File: config.mk
export PLATFORM = sky130hd
export DESIGN_NAME = small_sorted_color_set
export DESIGN_NICKNAME = d
export VERILOG_FILES = /design/src/rtl/sscs_pkg.sv /design/src/rtl/small_sorted_color_set.sv /design/src/rtl/sscs_ctrl.sv /design/src/rtl/sscs_dpath.sv
export SDC_FILE = /design/constraint.sdc
export NUM_CORES = 1
export LEC_CHECK = 0
export BUFFER_PORTS_ARGS = -buffer_cell sky130_fd_sc_hd__buf_2
export CAP_MARGIN = 20
export CORE_AREA = 8 8 235 124
export CTS_CLUSTER_SIZE = 25
export DETAILED_ROUTE_END_ITERATION = 16
export DIE_AREA = 0 0 243 132
export HOLD_SLACK_MARGIN = 0.1
export MAX_ROUTING_LAYER = met4
export SKIP_LAST_GASP = 1
export SYNTH_ARGS = -nofsm -noshare
export SYNTH_HDL_FRONTEND = slang
export SYNTH_SLANG_ARGS = --single-unit
File: constraint.sdc
create_clock -name clock -period 7.8 [get_ports clock]
set_clock_uncertainty 0.2 [all_clocks]
set_input_delay 1.17 -clock clock [delete_from_list [all_inputs] [get_ports clock]]
set_output_delay 1.17 -clock clock [all_outputs]
set_load 0.1 [all_outputs]
File: src/rtl/sscs_pkg.sv
// ----------------------------------------------------------------------------
// sscs_pkg
// Shared constants, codes and controller/datapath interface types for the
// sorted color set.
// ----------------------------------------------------------------------------
package sscs_pkg;

   localparam int SLOT_COUNT_DEF = 4;
   localparam int OTHER_FIELDS   = 4;
   localparam int COLOR_W        = 16;
   localparam int REL_W          = 2;
   localparam int COUNT_W        = 3;

   localparam logic [COLOR_W-1:0] EMPTY_MARK = 16'hFFFF;

   localparam logic ACT_ADD = 1'b0;
   localparam logic ACT_CMP = 1'b1;

   localparam logic [REL_W-1:0] REL_NEITHER = 2'd0;
   localparam logic [REL_W-1:0] REL_OURS    = 2'd1;
   localparam logic [REL_W-1:0] REL_THEIRS  = 2'd2;

   typedef struct packed {
      logic ins;        // apply insert to slots
      logic cmp_start;  // latch other set, clear walk
      logic step;       // one merge step
      logic emit_add;   // load result of add
      logic emit_cmp;   // load result of compare
   } cmd_type;

   typedef struct packed {
      logic walk_done;
   } status_type;

endpackage

File: src/rtl/small_sorted_color_set.sv
// ----------------------------------------------------------------------------
// small_sorted_color_set
// Sorted set of color codes with insert and subset compare against
// another sorted set.
//
//   channel  dir  handshake            payload
//   req      in   req_valid/req_stall  action, new_color, other_color_0..3
//   rsp      out  rsp_valid/rsp_stall  was_absent, relation, entry_count,
//                                      set_empty
//
// Add: insert is parallel over all slots; a new add can follow unless the result stalls.
// Compare: the transfer latches the other set, the merge walk steps until either set is
// exhausted, and the result loads once the output is free; the sequencer then returns to idle.
// Reset clears all slots to empty at once; no sweep.
// A stalled result holds off the next request transfer.
// ----------------------------------------------------------------------------
module small_sorted_color_set #(
   parameter int SLOT_COUNT = sscs_pkg::SLOT_COUNT_DEF
) (
   input  logic                           clock,
   input  logic                           reset,
   input  logic                           req_valid,
   output logic                           req_stall,
   input  logic                           req_action,
   input  logic [sscs_pkg::COLOR_W-1:0]   req_new_color,
   input  logic [sscs_pkg::COLOR_W-1:0]   req_other_color_0,
   input  logic [sscs_pkg::COLOR_W-1:0]   req_other_color_1,
   input  logic [sscs_pkg::COLOR_W-1:0]   req_other_color_2,
   input  logic [sscs_pkg::COLOR_W-1:0]   req_other_color_3,
   output logic                           rsp_valid,
   input  logic                           rsp_stall,
   output logic                           rsp_was_absent,
   output logic [sscs_pkg::REL_W-1:0]     rsp_relation,
   output logic [sscs_pkg::COUNT_W-1:0]   rsp_entry_count,
   output logic                           rsp_set_empty
);

   sscs_pkg::cmd_type    cmd;
   sscs_pkg::status_type status;

   sscs_ctrl u_ctrl (
      .clock      (clock),
      .reset      (reset),
      .req_valid  (req_valid),
      .req_action (req_action),
      .req_stall  (req_stall),
      .rsp_valid  (rsp_valid),
      .rsp_stall  (rsp_stall),
      .cmd        (cmd),
      .status     (status)
   );

   sscs_dpath #(
      .SLOT_COUNT (SLOT_COUNT)
   ) u_dpath (
      .clock           (clock),
      .reset           (reset),
      .cmd             (cmd),
      .status          (status),
      .new_color       (req_new_color),
      .other_color_0   (req_other_color_0),
      .other_color_1   (req_other_color_1),
      .other_color_2   (req_other_color_2),
      .other_color_3   (req_other_color_3),
      .rsp_was_absent  (rsp_was_absent),
      .rsp_relation    (rsp_relation),
      .rsp_entry_count (rsp_entry_count),
      .rsp_set_empty   (rsp_set_empty)
   );

   a_add_next: assert property (@(posedge clock) disable iff (reset)
      (req_valid && !req_stall && (req_action == sscs_pkg::ACT_ADD)) |=> rsp_valid)
      else $error("add transfer did not produce a result next cycle");

   a_empty_count: assert property (@(posedge clock) disable iff (reset)
      (rsp_valid && rsp_set_empty) |-> (rsp_entry_count == '0))
      else $error("empty set with nonzero count");

   a_absent_rel: assert property (@(posedge clock) disable iff (reset)
      (rsp_valid && rsp_was_absent) |-> (rsp_relation == sscs_pkg::REL_NEITHER))
      else $error("add result carries a relation");

   a_rel_code: assert property (@(posedge clock) disable iff (reset)
      rsp_valid |-> ((rsp_relation == sscs_pkg::REL_NEITHER) ||
                     (rsp_relation == sscs_pkg::REL_OURS) ||
                     (rsp_relation == sscs_pkg::REL_THEIRS)))
      else $error("bad relation code");

endmodule

File: src/rtl/sscs_ctrl.sv
// ----------------------------------------------------------------------------
// sscs_ctrl
// Sequencer: accepts items, runs the compare walk, owns result valid.
// ----------------------------------------------------------------------------
module sscs_ctrl (
   input  logic                 clock,
   input  logic                 reset,
   input  logic                 req_valid,
   input  logic                 req_action,
   output logic                 req_stall,
   output logic                 rsp_valid,
   input  logic                 rsp_stall,
   output sscs_pkg::cmd_type    cmd,
   input  sscs_pkg::status_type status
);

   typedef enum logic [0:0] {
      ST_IDLE,
      ST_WALK
   } state_type;

   state_type state_ff, state_in;
   logic      rsp_valid_ff, rsp_valid_in;
   logic      out_free;

   assign out_free  = !rsp_valid_ff || !rsp_stall;
   assign rsp_valid = rsp_valid_ff;

   always_comb begin
      state_in     = state_ff;
      rsp_valid_in = rsp_valid_ff && rsp_stall;
      cmd          = '0;
      req_stall    = 1'b1;
      case (state_ff)
         ST_IDLE: begin
            req_stall = !out_free;
            if (req_valid && out_free) begin
               if (req_action == sscs_pkg::ACT_ADD) begin
                  cmd.ins      = 1'b1;
                  cmd.emit_add = 1'b1;
                  rsp_valid_in = 1'b1;
               end else begin
                  cmd.cmp_start = 1'b1;
                  state_in      = ST_WALK;
               end
            end
         end
         ST_WALK: begin
            if (status.walk_done) begin
               if (out_free) begin
                  cmd.emit_cmp = 1'b1;
                  rsp_valid_in = 1'b1;
                  state_in     = ST_IDLE;
               end
            end else begin
               cmd.step = 1'b1;
            end
         end
         default: begin
            state_in = ST_IDLE;
         end
      endcase
   end

   always_ff @(posedge clock) begin
      if (reset) begin
         state_ff     <= ST_IDLE;
         rsp_valid_ff <= 1'b0;
      end else begin
         state_ff     <= state_in;
         rsp_valid_ff <= rsp_valid_in;
      end
   end

endmodule

File: src/rtl/sscs_dpath.sv
// ----------------------------------------------------------------------------
// sscs_dpath
// Slot store, sorted insert, merge-walk registers and result registers.
// ----------------------------------------------------------------------------
module sscs_dpath #(
   parameter int SLOT_COUNT = sscs_pkg::SLOT_COUNT_DEF
) (
   input  logic                                 clock,
   input  logic                                 reset,
   input  sscs_pkg::cmd_type                    cmd,
   output sscs_pkg::status_type                 status,
   input  logic [sscs_pkg::COLOR_W-1:0]         new_color,
   input  logic [sscs_pkg::COLOR_W-1:0]         other_color_0,
   input  logic [sscs_pkg::COLOR_W-1:0]         other_color_1,
   input  logic [sscs_pkg::COLOR_W-1:0]         other_color_2,
   input  logic [sscs_pkg::COLOR_W-1:0]         other_color_3,
   output logic                                 rsp_was_absent,
   output logic [sscs_pkg::REL_W-1:0]           rsp_relation,
   output logic [sscs_pkg::COUNT_W-1:0]         rsp_entry_count,
   output logic                                 rsp_set_empty
);

   localparam int IDX_W = (SLOT_COUNT > 1) ? $clog2(SLOT_COUNT) : 1;
   localparam int CNT_W = $clog2(SLOT_COUNT + 1);

   typedef logic [sscs_pkg::COLOR_W-1:0] color_type;

   color_type slots_ff [SLOT_COUNT];
   color_type slots_in [SLOT_COUNT];
   color_type other_ff [SLOT_COUNT];
   color_type other_load [SLOT_COUNT];
   color_type prev_slot [SLOT_COUNT];
   color_type cnt_src [SLOT_COUNT];
   color_type field_arr [sscs_pkg::OTHER_FIELDS];

   logic [SLOT_COUNT-1:0] hit_vec;
   logic                  eq_hit;
   logic [CNT_W-1:0]      cnt_now, tend_now;
   logic [CNT_W+2:0]      cnt_ext;
   logic [CNT_W-1:0]      ours_ff, theirs_ff, oend_ff, tend_ff;
   logic                  we_big_ff, they_big_ff;
   color_type             walk_a, walk_b;
   logic                  fin_ours, fin_theirs;

   logic                               was_absent_ff;
   logic [sscs_pkg::REL_W-1:0]         relation_ff;
   logic [sscs_pkg::COUNT_W-1:0]       entry_count_ff;
   logic                               set_empty_ff;

   assign field_arr[0] = other_color_0;
   assign field_arr[1] = other_color_1;
   assign field_arr[2] = other_color_2;
   assign field_arr[3] = other_color_3;

   for (genvar g = 0; g < SLOT_COUNT; g++) begin : g_other
      if (g < sscs_pkg::OTHER_FIELDS) begin : g_fld
         assign other_load[g] = field_arr[g];
      end else begin : g_pad
         assign other_load[g] = sscs_pkg::EMPTY_MARK;
      end
      if (g == 0) begin : g_first
         assign prev_slot[g] = sscs_pkg::EMPTY_MARK;
      end else begin : g_rest
         assign prev_slot[g] = slots_ff[g-1];
      end
   end

   // sorted insert: first slot >= color takes it unless equal, larger entries move up
   always_comb begin
      logic found;
      logic after;
      found  = 1'b0;
      eq_hit = 1'b0;
      for (int k = 0; k < SLOT_COUNT; k++) begin
         hit_vec[k] = !found && (slots_ff[k] >= new_color);
         found      = found || (slots_ff[k] >= new_color);
         eq_hit     = eq_hit || (hit_vec[k] && (slots_ff[k] == new_color));
      end
      after = 1'b0;
      for (int k = 0; k < SLOT_COUNT; k++) begin
         if (!eq_hit && hit_vec[k]) begin
            slots_in[k] = new_color;
         end else if (!eq_hit && after) begin
            slots_in[k] = prev_slot[k];
         end else begin
            slots_in[k] = slots_ff[k];
         end
         after = after || hit_vec[k];
      end
   end

   always_comb begin
      for (int k = 0; k < SLOT_COUNT; k++) begin
         cnt_src[k] = cmd.emit_add ? slots_in[k] : slots_ff[k];
      end
   end

   // first empty slot = occupied count
   always_comb begin
      cnt_now  = CNT_W'(SLOT_COUNT);
      tend_now = CNT_W'(SLOT_COUNT);
      for (int k = SLOT_COUNT - 1; k >= 0; k--) begin
         if (cnt_src[k] == sscs_pkg::EMPTY_MARK) begin
            cnt_now = CNT_W'(k);
         end
         if (other_load[k] == sscs_pkg::EMPTY_MARK) begin
            tend_now = CNT_W'(k);
         end
      end
   end

   assign cnt_ext = {3'b000, cnt_now};

   assign walk_a     = slots_ff[ours_ff[IDX_W-1:0]];
   assign walk_b     = other_ff[theirs_ff[IDX_W-1:0]];
   assign fin_ours   = (ours_ff == oend_ff);
   assign fin_theirs = (theirs_ff == tend_ff);

   assign status.walk_done = fin_ours || fin_theirs;

   always_ff @(posedge clock) begin
      if (reset) begin
         for (int k = 0; k < SLOT_COUNT; k++) begin
            slots_ff[k] <= sscs_pkg::EMPTY_MARK;
         end
      end else if (cmd.ins) begin
         slots_ff <= slots_in;
      end
   end

   always_ff @(posedge clock) begin
      if (cmd.cmp_start) begin
         other_ff    <= other_load;
         ours_ff     <= '0;
         theirs_ff   <= '0;
         oend_ff     <= cnt_now;
         tend_ff     <= tend_now;
         we_big_ff   <= 1'b1;
         they_big_ff <= 1'b1;
      end else if (cmd.step) begin
         if (walk_a == walk_b) begin
            ours_ff   <= ours_ff + CNT_W'(1);
            theirs_ff <= theirs_ff + CNT_W'(1);
         end else if (walk_a < walk_b) begin
            ours_ff     <= ours_ff + CNT_W'(1);
            they_big_ff <= 1'b0;
         end else begin
            theirs_ff <= theirs_ff + CNT_W'(1);
            we_big_ff <= 1'b0;
         end
      end
   end

   always_ff @(posedge clock) begin
      if (cmd.emit_add) begin
         was_absent_ff  <= !eq_hit;
         relation_ff    <= sscs_pkg::REL_NEITHER;
         entry_count_ff <= cnt_ext[2:0];
         set_empty_ff   <= (slots_in[0] == sscs_pkg::EMPTY_MARK);
      end else if (cmd.emit_cmp) begin
         was_absent_ff  <= 1'b0;
         if (they_big_ff && fin_ours) begin
            relation_ff <= sscs_pkg::REL_THEIRS;
         end else if (we_big_ff && fin_theirs) begin
            relation_ff <= sscs_pkg::REL_OURS;
         end else begin
            relation_ff <= sscs_pkg::REL_NEITHER;
         end
         entry_count_ff <= cnt_ext[2:0];
         set_empty_ff   <= (slots_ff[0] == sscs_pkg::EMPTY_MARK);
      end
   end

   assign rsp_was_absent  = was_absent_ff;
   assign rsp_relation    = relation_ff;
   assign rsp_entry_count = entry_count_ff;
   assign rsp_set_empty   = set_empty_ff;

endmodule

=== Word level (Yosys, flattened, before mapping) ===
Cells that the tools add are included.

* Magnitude comparators: 7
* Multiplexer cells: 57
* Reductions and logical operators: 41
* $add $sub $neg: 2
* Eq/ne operators: 18
* Bitwise logic cells: 5

{| class="wikitable"
|+ Operators by type and width
! operator !! number
|-
| 16-bit two-way mux || 15
|-
| 16-bit equality test (second input constant) || 10
|-
| 16-bit equality test || 5
|-
| 16-bit binary-select mux with 2-bit select || 2
|-
| 16-bit >= comparator || 4
|-
| 3-bit two-way mux || 11
|-
| 1-bit two-way mux || 23
|-
| 1-bit logical AND || 17
|-
| 16-bit < comparator || 1
|-
| 1-bit logical OR || 9
|-
| 2-bit two-way mux || 4
|-
| 1-bit zero test || 7
|-
| 3-bit by 1-bit adder with 3-bit output (second input constant) || 2
|-
| 3-bit equality test || 2
|-
| 3-bit >= comparator (second input constant) || 2
|-
| 2-bit NOT with 3-bit output || 2
|-
| 3-bit AND reduction || 2
|-
| 1-bit case mux with 2 select lines || 2
|-
| 2-bit AND reduction || 2
|-
| 2-bit nonzero test || 2
|-
| 1-bit NOT || 3
|-
| 3-bit OR reduction || 1
|-
| 2-bit by 1-bit inequality test with 1-bit output (second input constant) || 1
|-
| 2-bit OR reduction || 1
|}

* Input bits: 85
* Flip-flop bits (word level): 151
* Output and inout bits: 9
* Logic and storage cells: 152

=== Longest topological paths before layout ===
Gate-level depths: netlist of run 1.

* Depth in word-level cells: 19
* Depth in mapped cells: 17
* Depth with buffers taken out: 15

=== Hierarchy ===
Synthesis of run 1 repeated with hierarchy kept, for this count alone.

* Cells, all modules: 973
* Area, all modules: 9668.0 um^2

{| class="wikitable"
|+ Modules (own cells, without submodules)
! module !! times used !! area an instance (um^2) !! seq. area each (um^2) !! cells each
|-
| sscs_dpath || 1 || 9520.4 || 3733.6 || 955
|-
| sscs_ctrl || 1 || 147.6 || 40.0 || 18
|}

=== Worst setup path after synthesis of run 1 ===
No wires, ideal clock.

* Path type: input -> register
* Start point: input req_new_color[1] (netlist name)
* End point: register u_dpath.oend_ff[0], data pin
* Path buffers: 3
* Data arrival time: 4.123 ns
* Library setup time: 0.159 ns
* Path slack: 3.318 ns
* Stages on the path: 17
* Required time: 7.441 ns
* Cell sequence: inv_1 > ha_1 > nor2b_1 > o211ai_1 > a2111oi_4 > nor4_4 > buf_4 > nand4bb_4 > a21oi_4 > nand2b_1 > buf_4 > buf_6 > o221ai_1 > nor4_1 > nand4_1 > nand2b_1 > a21oi_1

* Longest elaborated chain between the ends: 17
* Elaborated cells between the ends (all ways): 51
* Those cells by class: 4 x order compare; 8 x eq/ne; 15 x mux; 24 x reduce/logical

{| class="wikitable"
|+ Ends and longest elaborated chain
! what !! RTL line !! RTL
|-
| start: declaration || small_sorted_color_set.sv:25 || <nowiki>input logic [sscs_pkg::COLOR_W-1:0] req_new_color,</nowiki>
|-
| 16-bit >= comparator || sscs_dpath.sv:75, sscs_dpath.sv:76 ||
|-
| 1-bit zero test / 1-bit logical OR (equally long branches) || sscs_dpath.sv:75, sscs_dpath.sv:76 ||
|-
| 1-bit logical AND, or another cell as far along || sscs_dpath.sv:75 || <nowiki>hit_vec[k] = !found && (slots_ff[k] >= new_color);</nowiki>
|-
| 1-bit logical AND, or another cell as far along || sscs_dpath.sv:77 || <nowiki>eq_hit = eq_hit || (hit_vec[k] && (slots_ff[k] == new_color));</nowiki>
|-
| 1-bit logical OR, or another cell as far along || sscs_dpath.sv:77 ||
|-
| 1-bit logical OR / 1-bit logical AND (equally long branches) || sscs_dpath.sv:77 ||
|-
| 1-bit logical OR || sscs_dpath.sv:77 ||
|-
| 1-bit zero test || sscs_dpath.sv:81, sscs_dpath.sv:83 ||
|-
| 1-bit logical AND || sscs_dpath.sv:83 || <nowiki>end else if (!eq_hit && after) begin</nowiki>
|-
| 16-bit two-way mux || sscs_dpath.sv:83 ||
|-
| 16-bit two-way mux || sscs_dpath.sv:81 || <nowiki>if (!eq_hit && hit_vec[k]) begin</nowiki>
|-
| 16-bit two-way mux || sscs_dpath.sv:94 || <nowiki>cnt_src[k] = cmd.emit_add ? slots_in[k] : slots_ff[k];</nowiki>
|-
| 16-bit equality test || sscs_dpath.sv:103 || <nowiki>if (cnt_src[k] == sscs_pkg::EMPTY_MARK) begin</nowiki>
|-
| 3-bit two-way mux (3 in series) || sscs_dpath.sv:103 ||
|-
| 3-bit two-way mux (*) || sscs_dpath.sv:103 ||
|-
| net u_dpath.cnt_now[0] || sscs_dpath.sv:38 || <nowiki>logic [CNT_W-1:0] cnt_now, tend_now;</nowiki>
|-
| end signal: assignment || sscs_dpath.sv:136 || <nowiki>oend_ff <= cnt_now;</nowiki>
|-
| end: declaration || sscs_dpath.sv:40 || <nowiki>logic [CNT_W-1:0] ours_ff, theirs_ff, oend_ff, tend_ff;</nowiki>
|}

The timed path passes the listed nets; every way through them passes the cells marked *.
A chain may end at the register's enable or synchronous reset.

=== Final worst setup path of run 1 ===
* Start point: input req_new_color[11] (netlist name)
* End point: register u_dpath.oend_ff[1], data pin

The elaborated chain is that of the path after synthesis.

==> results of run 1 <==
per-stage QoR:
step	std cells	hold WS, ps
after floorplan	851	240
after CTS	1310	258
after global placement	1278	241
after detailed placement	1278	250
after global routing	1311	276
final	1311	250
sequential cells by signal, indices dropped and copies added (netlist names), 2 cells and up:
signal,count
u_dpath.ours_ff,3
u_dpath.other_ff,64
u_dpath.tend_ff,3
u_dpath.prev_slot,48
u_dpath.slots_ff,16
u_dpath.rsp_entry_count,3
u_dpath.rsp_relation,2
u_dpath.theirs_ff,3
u_dpath.oend_ff,3
layout by cell type, fill, tap and decap left out, drive strengths merged, types with 21 or more instances in the layout:
| cell type | instances |
|---|---|
| o21ai | 49 |
| a21oi | 61 |
| inv | 47 |
| edfxtp | 75 |
| buf | 109 |
| nand2 | 102 |
| mux4 | 32 |
| ha | 82 |
| nor2 | 29 |
| o221ai | 24 |
| clkbuf | 21 |
| nand4 | 46 |
| dfxtp | 76 |
| nand2b | 24 |
| o211ai | 25 |
worst reg2reg max path, stage by stage, from the launching register on:
cell and delay [ps]:
dfxtp_1 430, ha_1 390, nand4_1 370, nor3_1 380
a21boi_1 390, a2111oi_4 120, o22ai_2 490, nand2_1 430
a2bb2oi_1 350, a2111oi_0 1040, buf_4 250, nand4_1 100
nor4_2 770, a211oi_1 150
where the power goes:
part | switching [mW] | internal [mW]
Clock | 0.348 | 0.489
Combinational | 0.571 | 0.360
Sequential | 0.0683 | 0.911
synth_stat cells (3+ instances only):
master / count
inv_1: 47
buf_4: 3
dfxtp_1: 76
mux4_2: 32
a211oi_1: 5
edfxtp_1: 75
buf_1: 5
clkbuf_1: 21
nor4_1: 15
o21ai_0: 47
a21oi_1: 59
nor3_1: 14
a22o_1: 5
o21a_1: 6
xor2_1: 6
nand4_1: 43
nor2_1: 28
ha_1: 82
o211ai_1: 25
a22oi_1: 8
nand2b_1: 24
nand2_1: 102
or2_2: 3
nor2b_1: 7
a32o_1: 4
o22ai_1: 6
o31ai_1: 3
nand3_1: 17
or4_1: 3
o221ai_1: 24
a21o_1: 8
a2111oi_0: 4
worst paths after layout:
| path | from | end | depth (start not counted) |
|---|---|---|---|
| worst max-delay path | req_new_color[11] | u_dpath.oend_ff[1] | 15 |
| worst min-delay path | u_dpath.rsp_relation[0] | u_dpath.rsp_relation[0] | 2 |
| worst max register to register | u_dpath.prev_slot[27] | u_dpath.oend_ff[1] | 13 |
| worst min register to register | u_dpath.rsp_relation[0] | u_dpath.rsp_relation[0] | 2 |
final cells by class:
cell class                      instances  share of cell area (%)
Tap cell                              352                    4.24
Clock inverter                         11                    1.19
Multi-Input combinational cell        619                    46.4
Clock buffer                           21                    4.44
Antenna cell                            1                  0.0241
Inverter                               47                    1.70
Sequential cell                       151                    36.3
Timing Repair Buffer                  109                    5.64
logic make-up (layout without fill, tap and decap cells):
kind of cell | after synthesis | in the layout | synth area share [%]
other | 0 | 1 | 0
adder cells (fa/ha/maj) | 82 | 82 | 11.5
AO/OA/AOI/OAI | 226 | 226 | 17.4
multiplexers | 32 | 32 | 8.07
flip-flops | 151 | 151 | 42.3
buffers and inverters | 81 | 188 | 3.74
XOR/XNOR | 6 | 6 | 0.588
AND/OR/NAND/NOR | 273 | 273 | 16.4
routing by layer:
| metal | global-route usage, % | routed length [um] |
|---|---|---|
| met1 | 31.4 | 16300 |
| met2 | 24.4 | 12100 |
| met3 | 11.6 | 5460 |
| met4 | 4.64 | 391 |
| met5 | - | 0 |
==> metrics.md, run 1 <==
| Metric | Value |
|---|---|
| Status | finished, final reports clean |
| Slew Limit Fails | 0 |
| Die Width | 243 um |
| Area growth, synth to finish | 16.3% |
| Pre-antenna DRT Iters | 6 |
| H-tree levels | 4 |
| Tot Pwr | 2.75 mW |
| Setup Crit Path Kind | in2reg |
| CTS root buffer | clkbuf_16 |
| Main synth FF type | dfxtp_1 |
| CTS tree | done |
| Row count | 42 |
| GPL Wtd Cong | 1.01 |
| Post-Synthesis Cell Area | 8930 um^2 |
| Fill count | 2565 |
| Worst R2R Setup Slack | 1630 ps |
| Die Area | 32100 um^2 |
| Setup WS post-layout | 1050 ps |
| Hold Crit Class | reg2reg |
| Largest delay share family, worst path | compound AO/OA/AOI/OAI gates |
| Worst IR Drop VDD | 147 uV |
| Unrepaired setup endpoints after global routing | false |
| Non-Filler Cell Area, Final | 10400 um^2 |
| CP endpoint kind | flop |
| Total track usage | 21.5% |
| DRT iter0 DRCs | 1033 |
| Fmax | 148 MHz |
| Remaining DRCs | 0 |
| Leading area contributor after synthesis | edfxtp_1 |
| Wirelength per Cell | 26.1 um |
| Skew-Pair Late Insertion Delay | 450 ps |
| Seq/Total Area, Yosys | 42.3% |
| Number of global-route vias before repair | 7327 |
| Tcrit/Tclk final | 86.5% |
| Largest net degree at the start of global routing | 68 |
| Post-CTS sizing | 0 |
| Worst path bufs/invs | 3 |
| Yosys reg bits | 151 |
| PortBufs | 93 |
| Drt via density | 5.95 |
| Multi-input gate area | 4820 um^2 |
| Critical-path top delay cell | a2111oi_0 |
| Synth cell types | 65 |
| Leak pwr | 4.01 nW |
| Cell Area, Placed | 9800 um^2 |
| Total grt overflow | 0 |
| Syn_nets | 1018 |
| Max-cap violations | 0 |
| Crit path cell chain | buf_2, inv_1, ha_1, nand4_1, nor3_1, a21boi_1, a2111oi_4, o22ai_2, nand2_1, a2bb2oi_1, a2111oi_0, buf_4, nand4_1, nor4_2, a211oi_1 |
| Final ANT Viol Nets | 0 |
| Syn Area/Cell | 10.5 um^2 |
| Clk slew on worst S/H paths | 60 ps |
| Async SR Flop Fraction | 0% |
| First-pass GRT wire length | 49600 um |
| Place WS | 1270 ps |
| Post-CTS Setup Inserts | 0 |
| CP arrival | 6680 ps |
| Initial antenna violation count | 1 |
| Core area | 25900 um^2 |
| Post-synth EDFFs | 75 |
| Max-slew headroom | 21.9% |
| Pwr dens | 265 nW/um^2 |
| CP max FO | 7 |
| Die Y | 132 um |
| Fin crit period | 6750 ps |
| Data required time at the worst endpoint | 7730 ps |
| Worst-margin pin slew | 1140 ps |
| Final hold viol count | 0 |
| Clock sinks | 151 |
| FF+latch area | 3770 um^2 |
| Final setup fails | 0 |
| Synth area leaders | edfxtp_1, dfxtp_1, ha_1 |
| CP most frequent cell | nand4_1 |
| Yosys warns | 0 |
| Cell count after synthesis | 851 |
| CTS Hold Buffers Added | 0 |
| Clock buffer count from CTS | 17 |
| # nets final | 1112 |
| TNS Setup | 0 ps |
| Final Util | 40.2% |
| Routed via count | 7796 |
| Total Wirelength | 34200 um |
| Ports | 94 |
| Post-DP HPWL | 26500 um |
| Startpoint Class | input pin |
| Bufs on Longest Clock Path | 2 |
| Starting Density | 34.5% |
| Crit path largest cell delay | 1040 ps |
| Share of post-route cells with drive strength above 1 | 20.3% |
| Yosys top cell area share | 25.2% |
No activity file was read; power rests on OpenSTA's default activity.
==> run 2: changes to the inputs <==
==> constraint.sdc (replaced) <==
create_clock -name clock -period 7.8 [get_ports clock]
set_clock_uncertainty 0.2 [all_clocks]
set_input_delay 0.78 -clock clock [delete_from_list [all_inputs] [get_ports clock]]
set_output_delay 0.78 -clock clock [all_outputs]
set_load 0.1 [all_outputs]
==> run 2 against run 1 <==
  * Flip-flop and latch count unchanged
  * Fmax up 13%
  * Sequential power about the same
  * Worst hold slack better by 5.6 ps
  * Power up 1.4%
  * Clock power up 5.8%
  * Worst setup slack better by 760 ps
  * Via count up 0.38%
  * Cell area up 0.12%
  * Critical path type unchanged
  * Global-route usage about the same
==> metrics.md, run 2 (synthesis results as in run 1) <==
| Metric | Value |
|---|---|
| Bufs on Longest Clock Path | 2 (unchanged) |
| Max-slew headroom | 26.4% (+4.5 points) |
| Remaining DRCs | 0 (unchanged) |
| Row count | 42 (unchanged) |
| Total track usage | 21.5% (about the same) |
| Post-CTS sizing | 0 (unchanged) |
| Hold Path Cell Cnt | 2 (unchanged) |
| Post-DP HPWL | 26200 um (-1.1%) |
| Fill count | 2525 (-1.6%) |
| Starting Density | 34.5% (unchanged) |
| Met3 WL | 5060 um (-7.4%) |
| Clock sinks | 151 (unchanged) |
| Wire length on met2 | 11900 um (-1.9%) |
| Max-cap violations | 0 (unchanged) |
| Unrepaired setup endpoints after global routing | false |
| Initial antenna violation count | 1 (unchanged) |
| Pint | 1.80 mW (+2.5%) |
| P_sw | 982 uW (-0.57%) |
| PortBufs | 93 (unchanged) |
| Reg2reg path depth | 12 (-1) |
| Fmax | 167 MHz (+13%) |
| Area growth, synth to finish | 16.4% |
| Ports | 94 (unchanged) |
| First-pass GRT wire length | 49600 um (about the same) |
| Cell Area, Placed | 9780 um^2 (-0.15%) |
| Drt via density | 5.98 (+0.54%) |
| Switching share of power | 35.3% (-0.69 points) |
| Post-CTS Setup Inserts | 0 (unchanged) |
| Number of global-route vias before repair | 7234 (-1.3%) |
| DRT iter0 DRCs | 878 (-15%) |
| Tcrit/Tclk final | 76.8% (-9.7 points) |
| Final ANT Viol Nets | 0 (unchanged) |
| CTS root buffer | clkbuf_16 |
| CP endpoint kind | flop |
| Worst R2R Setup Slack | 1990 ps (+360 ps) |
| Final hold viol count | 0 (unchanged) |
| Worst-margin pin slew | 1080 ps (-66.2 ps) |
| CP max FO | 18 (+11) |
| Largest net degree at the start of global routing | 71 (+4.4%) |
| Die Width | 243 um (unchanged) |
| TNS Setup | 0 ps (unchanged) |
| Status | finished, final reports clean |
| Startpoint Class | input pin |
| Clock buffer count from CTS | 17 (unchanged) |
| Share of post-route cells with drive strength above 1 | 20.1% (-0.17 points) |
| Comb pwr share | 33.0% (-0.9 points) |
| Setup Crit Path Kind | in2reg |
| Clk pwr share | 31.8% (+1.3 points) |
| R2R Path End | u_dpath.rsp_entry_count[1] |
| Fin crit period | 5990 ps (-757 ps) |
| Routed via count | 7826 (+0.38%) |
| Metal-1 WL | 16700 um (+2.7%) |
| Total grt overflow | 0 (unchanged) |
| Most common cell after layout, fill and taps aside | nand2_1 |
| Pre-antenna DRT Iters | 7 (+1) |
| Data required time at the worst endpoint | 7810 ps (+80 ps) |
| DR top layer | met4 |
| Non-Filler Cell Area, Final | 10400 um^2 (+0.12%) |
| Worst min-delay path endpoint | u_dpath.rsp_relation[0] |
| Sequential share of power | 35.2% (-0.4 points) |
| Die Area | 32100 um^2 (unchanged) |
| CTS tree | done |
| GPL Wtd Cong | 1.03 (+1.6%) |
| Final setup fails | 0 (unchanged) |
| Max reg flops | 64 (unchanged) |
| CTS Hold Buffers Added | 0 (unchanged) |
| H-tree levels | 4 (unchanged) |
| Leak pwr | 4.03 nW (+0.46%) |
| Pwr dens | 268 nW/um^2 (+1.3%) |
| Wirelength per Cell | 26.0 um (-0.60%) |
| Slew Limit Fails | 0 (unchanged) |
| Die Y | 132 um (unchanged) |
| CP arrival | 6000 ps (-680 ps) |
| Hold Crit Class | reg2reg |
| Worst IR Drop VDD | 153 uV (+4.4%) |
| Skew-Pair Late Insertion Delay | 440 ps (about the same) |
| Largest Register | u_dpath.other_ff |
| Reg2Reg Launch Point | u_dpath.prev_slot[41] |
| Core area | 25900 um^2 (unchanged) |
| # nets final | 1110 (-0.18%) |
| Total Wirelength | 34000 um (-0.75%) |
| Clk slew on worst S/H paths | 70 ps (about the same) |
| Min-delay src | u_dpath.rsp_relation[0] |
| Commonest cells after routing, fill and taps aside | nand2_1, buf_2, ha_1, dfxtp_1, edfxtp_1 |
run 2: cell count changes in the layout (fill, tap and decap cells not counted), sizes merged:
| cell | delta |
|---|---|
| clkbuf | -1 |
| buf | -2 |
| clkinv | +3 |
| clkinvlp | -4 |
| bufinv | +2 |
run 2: layer usage:
metal  vias to the layer above  global-route usage (%)
li1                       3503                       -
met1                      3829                    32.4
met2                       462                    24.6
met3                        32                    10.0
met4                         0                    4.24
met5                         -                       -
run 2: final cells by class:
class	instances	area (um^2)	area share, %
Multi-Input combinational cell	619	4820	46.4
Sequential cell	151	3770	36.3
Clock buffer	20	437	4.20
Clock inverter	12	176	1.70
Inverter	47	176	1.70
Antenna cell	1	2.50	0.0241
Tap cell	352	440	4.23
Timing Repair Buffer	107	571	5.49
run 2: power groups by stage:
| stage | clock (mW) | combinational [mW] | sequential (mW) |
|---|---|---|---|
| global route | 0.931 | 0.998 | 0.984 |
| detailed placement | 0 | 0.898 | 0.990 |
| global placement | 0 | 0.894 | 0.992 |
| floorplan | 0 | 0.594 | 1.00 |
| CTS | 0.904 | 0.904 | 0.974 |
| finish | 0.887 | 0.919 | 0.981 |
run 2: critical path, cell delays in order:
cell and delay (ps):
buf_2 150, inv_1 180, ha_1 370, nand4_1 360, a2111oi_0 800, nor4_1 130, buf_4 190, nand4bb_4 380
a21oi_4 540, nand2b_1 570, o221ai_1 360, nor4_1 360, nand4_1 340, a211oi_1 460
run 2: per-stage QoR:
| step | worst slack [ps] | hold WS [ps] | cells | utilization, % | total power, mW |
|---|---|---|---|---|---|
| after floorplan | 3710 | 240 | 851 | - | 1.60 |
| after global placement | 1840 | 237 | 1276 | 37.8 | 1.89 |
| after detailed placement | 1670 | 249 | 1276 | 37.8 | 1.89 |
| after CTS | 2130 | 259 | 1308 | 40.2 | 2.78 |
| after global routing | 1610 | 287 | 1309 | 40.2 | 2.91 |
| final | 1810 | 256 | 1309 | 40.2 | 2.79 |
run 2: how the worst max path moves through the flow:
| stage | from | endpoint | slack [ps] | cells after the start |
|---|---|---|---|---|
| 6_report | req_new_color[15] | u_dpath.rsp_entry_count[1] | 1810 | 14 |
| 4_1_cts | req_new_color[9] | u_dpath.rsp_entry_count[1] | 2130 | 14 |
| 5_1_grt | req_new_color[11] | u_dpath.rsp_entry_count[1] | 1610 | 14 |
| 2_1_floorplan | req_new_color[1] | u_dpath.oend_ff[0] | 3710 | 17 |
| 3_3_place_gp | req_new_color[9] | u_dpath.rsp_entry_count[0] | 1840 | 15 |
| 3_5_place_dp | req_new_color[9] | u_dpath.rsp_entry_count[1] | 1670 | 14 |
==> run 3: changes to the inputs <==
==> constraint.sdc (replaced) <==
create_clock -name clock -period 4.8 [get_ports clock]
set_clock_uncertainty 0.2 [all_clocks]
set_input_delay 0.48 -clock clock [delete_from_list [all_inputs] [get_ports clock]]
set_output_delay 0.48 -clock clock [all_outputs]
set_load 0.1 [all_outputs]
==> run 3 against run 2 <==
  * Cell area is 16% higher
  * Final cell count rose by 14%
  * Global-route usage up 1.8 points
  * Critical path type is now reg2reg
  * Via count rose by 8.8%
  * Flip-flop and latch count unchanged
  * Non-clock buffer count rose by 190
  * Worst setup slack worse by 1600 ps
  * Register-to-register slack got worse by 1800 ps
==> metrics.md, run 3 (synthesis results as in run 1) <==
| Metric | Value |
|---|---|
| Status | finished, final reports clean |
| # nets final | 1300 (+17%) |
| Reg2Reg Launch Point | u_dpath.prev_slot[43] |
| Slew Limit Fails | 0 (unchanged) |
| Fill count | 2440 (-3.4%) |
| Final setup fails | 0 (unchanged) |
| Clock buffer count from CTS | 17 (unchanged) |
| PortBufs | 93 (unchanged) |
| Die Y | 132 um (unchanged) |
| Worst R2R Setup Slack | 170 ps (-1820 ps) |
| Crit path largest cell delay | 670 ps (-130 ps) |
| Die Width | 243 um (unchanged) |
| Layout Cells excl Fill | 1498 (+14%) |
| Critical path launch point | u_dpath.prev_slot[43] |
| Total grt overflow | 0 (unchanged) |
| Core area | 25900 um^2 (unchanged) |
| Place WS | -123 ps (-1790 ps) |
| Min-delay src | rsp_stall |
| Commonest cells after routing, fill and taps aside | buf_4, nand2_1, buf_2, ha_1, dfxtp_1 |
| Pre-antenna DRT Iters | 6 (-1) |
| Worst-margin pin slew | 963 ps (-113 ps) |
| Number of global-route vias before repair | 7931 (+9.6%) |
| Fin crit period | 4630 ps |
| Largest Register | u_dpath.other_ff |
| Total Wirelength | 36900 um (+8.7%) |
| CP arrival | 4660 ps (-1340 ps) |
| Startpoint Class | flop |
| Final hold viol count | 0 (unchanged) |
| Unrepaired setup endpoints after global routing | false |
| Skew-Pair Late Insertion Delay | 450 ps (about the same) |
| Most common cell after layout, fill and taps aside | buf_4 |
| CTS tree | done |
| Ports | 94 (unchanged) |
| Hold slack final | 152 ps (-104 ps) |
| Wirelength per Cell | 24.7 um (-5.0%) |
| Clock sinks | 151 (unchanged) |
| Post-DP HPWL | 28900 um (+10%) |
| Clk slew on worst S/H paths | 70 ps (about the same) |
| Placed cell count | 1402 (+9.9%) |
| Leak pwr | 4.92 nW (+22%) |
| Critical-path top delay cell | or4_1 |
| CP most frequent cell | buf_4 |
| Setup WS post-layout | 168 ps (-1640 ps) |
| Initial antenna violation count | 0 (-1) |
| Largest net degree at the start of global routing | 68 (-4.2%) |
| Final Util | 46.6% (+6.4 points) |
| Share of post-route cells with drive strength above 1 | 27.9% (+7.8 points) |
| Max reg flops | 64 (unchanged) |
| Routed via count | 8517 (+8.8%) |
| Starting Density | 34.5% (unchanged) |
| First-pass GRT wire length | 54100 um (+9.2%) |
| CP max FO | 7 (-11) |
| Total track usage | 23.3% (+1.8 points) |
| DRT iter0 DRCs | 1132 (+29%) |
| Area growth, synth to finish | 34.9% |
| Pwr dens | 393 nW/um^2 (+47%) |
| Tcrit/Tclk final | 96.5% |
| Data required time at the worst endpoint | 4820 ps (-2990 ps) |
| Max-cap violations | 0 (unchanged) |
| Drt via density | 5.69 (-4.9%) |
| Die Area | 32100 um^2 (unchanged) |
| Setup Crit Path Kind | reg2reg |
| CTS root buffer | clkbuf_16 |
| Hold Crit Class | in2reg |
| GPL Wtd Cong | 1.07 (+3.8%) |
| H-tree levels | 4 (unchanged) |
| Worst IR Drop VDD | 245 uV (+60%) |
| Final ANT Viol Nets | 0 (unchanged) |
| Max-slew headroom | 35.1% (+8.7 points) |
| CP endpoint kind | flop |
| Remaining DRCs | 0 (unchanged) |
| Crit path cell chain | ha_1, nand4_2, or4_1, buf_4, a22oi_4, a21oi_4, buf_4, buf_4, nand2b_1, o221ai_1, nor4_1, nand4_1, buf_4, a211oi_1 |
| Fmax | 216 MHz |
| Bufs on Longest Clock Path | 2 (unchanged) |
| Row count | 42 (unchanged) |
| Ant diodes | 0 (-1) |
==> run 3: cell types whose count changed in the layout (fill, tap and decap cells not counted), moves of 2 or more <==
cell	before	now
buf_4	14	135
clkbuf_1	3	1
inv_6	1	5
buf_12	0	5
clkinv_2	3	1
dlygate4sd3_1	0	64
==> run 3: worst paths after layout <==
check | to | cells after the start
worst max-delay path | u_dpath.rsp_entry_count[1] | 14
worst min-delay path | u_ctrl.rsp_valid | 3
worst max register to register | u_dpath.rsp_entry_count[1] | 14
worst min register to register | u_dpath.rsp_relation[1] | 2
==> run 3: through the flow <==
| stage | TNS (ps) | instance area, um^2 | power (mW) |
|---|---|---|---|
| floorplan | 0 | 8930 | 2.60 |
| global placement | 0 | 10800 | 3.23 |
| detailed placement | -409 | 10800 | 3.24 |
| CTS | 0 | 12000 | 4.70 |
| global route | 0 | 12100 | 4.94 |
| finish | 0 | 12100 | 4.74 |
==> run 3: critical path: cells and delay by family (launching register included) <==
kind / cells / cell delay (ps)
fa+ha+maj: 1 / 360
flops: 1 / 390
compound gates: 4 / 1020
simple gates: 5 / 1670
buf+inv: 4 / 750
==> run 3: cell type report <==
class | count | area (um^2) | share of cell area, %
flip-flops and latches | 151 | 3770 | 31.3
inverters | 47 | 176 | 1.46
multi-input cells | 619 | 4830 | 40.1
well taps | 352 | 440 | 3.65
clock inverters | 13 | 166 | 1.38
repair buffers | 297 | 2220 | 18.4
clock buffers | 19 | 443 | 3.68
==> run 3: timing repair <==
action / 4_1_cts / 5_1_grt
endpoints found under the hold margin: 64 / 0
setup endpoints to repair: 0 / 6
buffers inserted: 0 / 0
gates resized for setup: 0 / 2
hold buffers: 64 / 0
==> run 3: layer usage <==
metal	up-vias	routed length, um	GRT usage, %
li1	3885	-	-
met1	4074	18200	35.9
met2	522	13200	27.3
met3	36	5090	9.26
met4	0	408	4.11
met5	-	0	-
==> run 3: power breakdown <==
group | switching (mW) | internal (mW) | total (mW) | leakage (nW)
Clock | 0.592 | 0.838 | 1.43 | 0.293
Combinational | 0.978 | 0.746 | 1.72 | 3.31
Sequential | 0.101 | 1.48 | 1.58 | 1.32
Total | 1.67 | 3.06 | 4.74 | 4.92
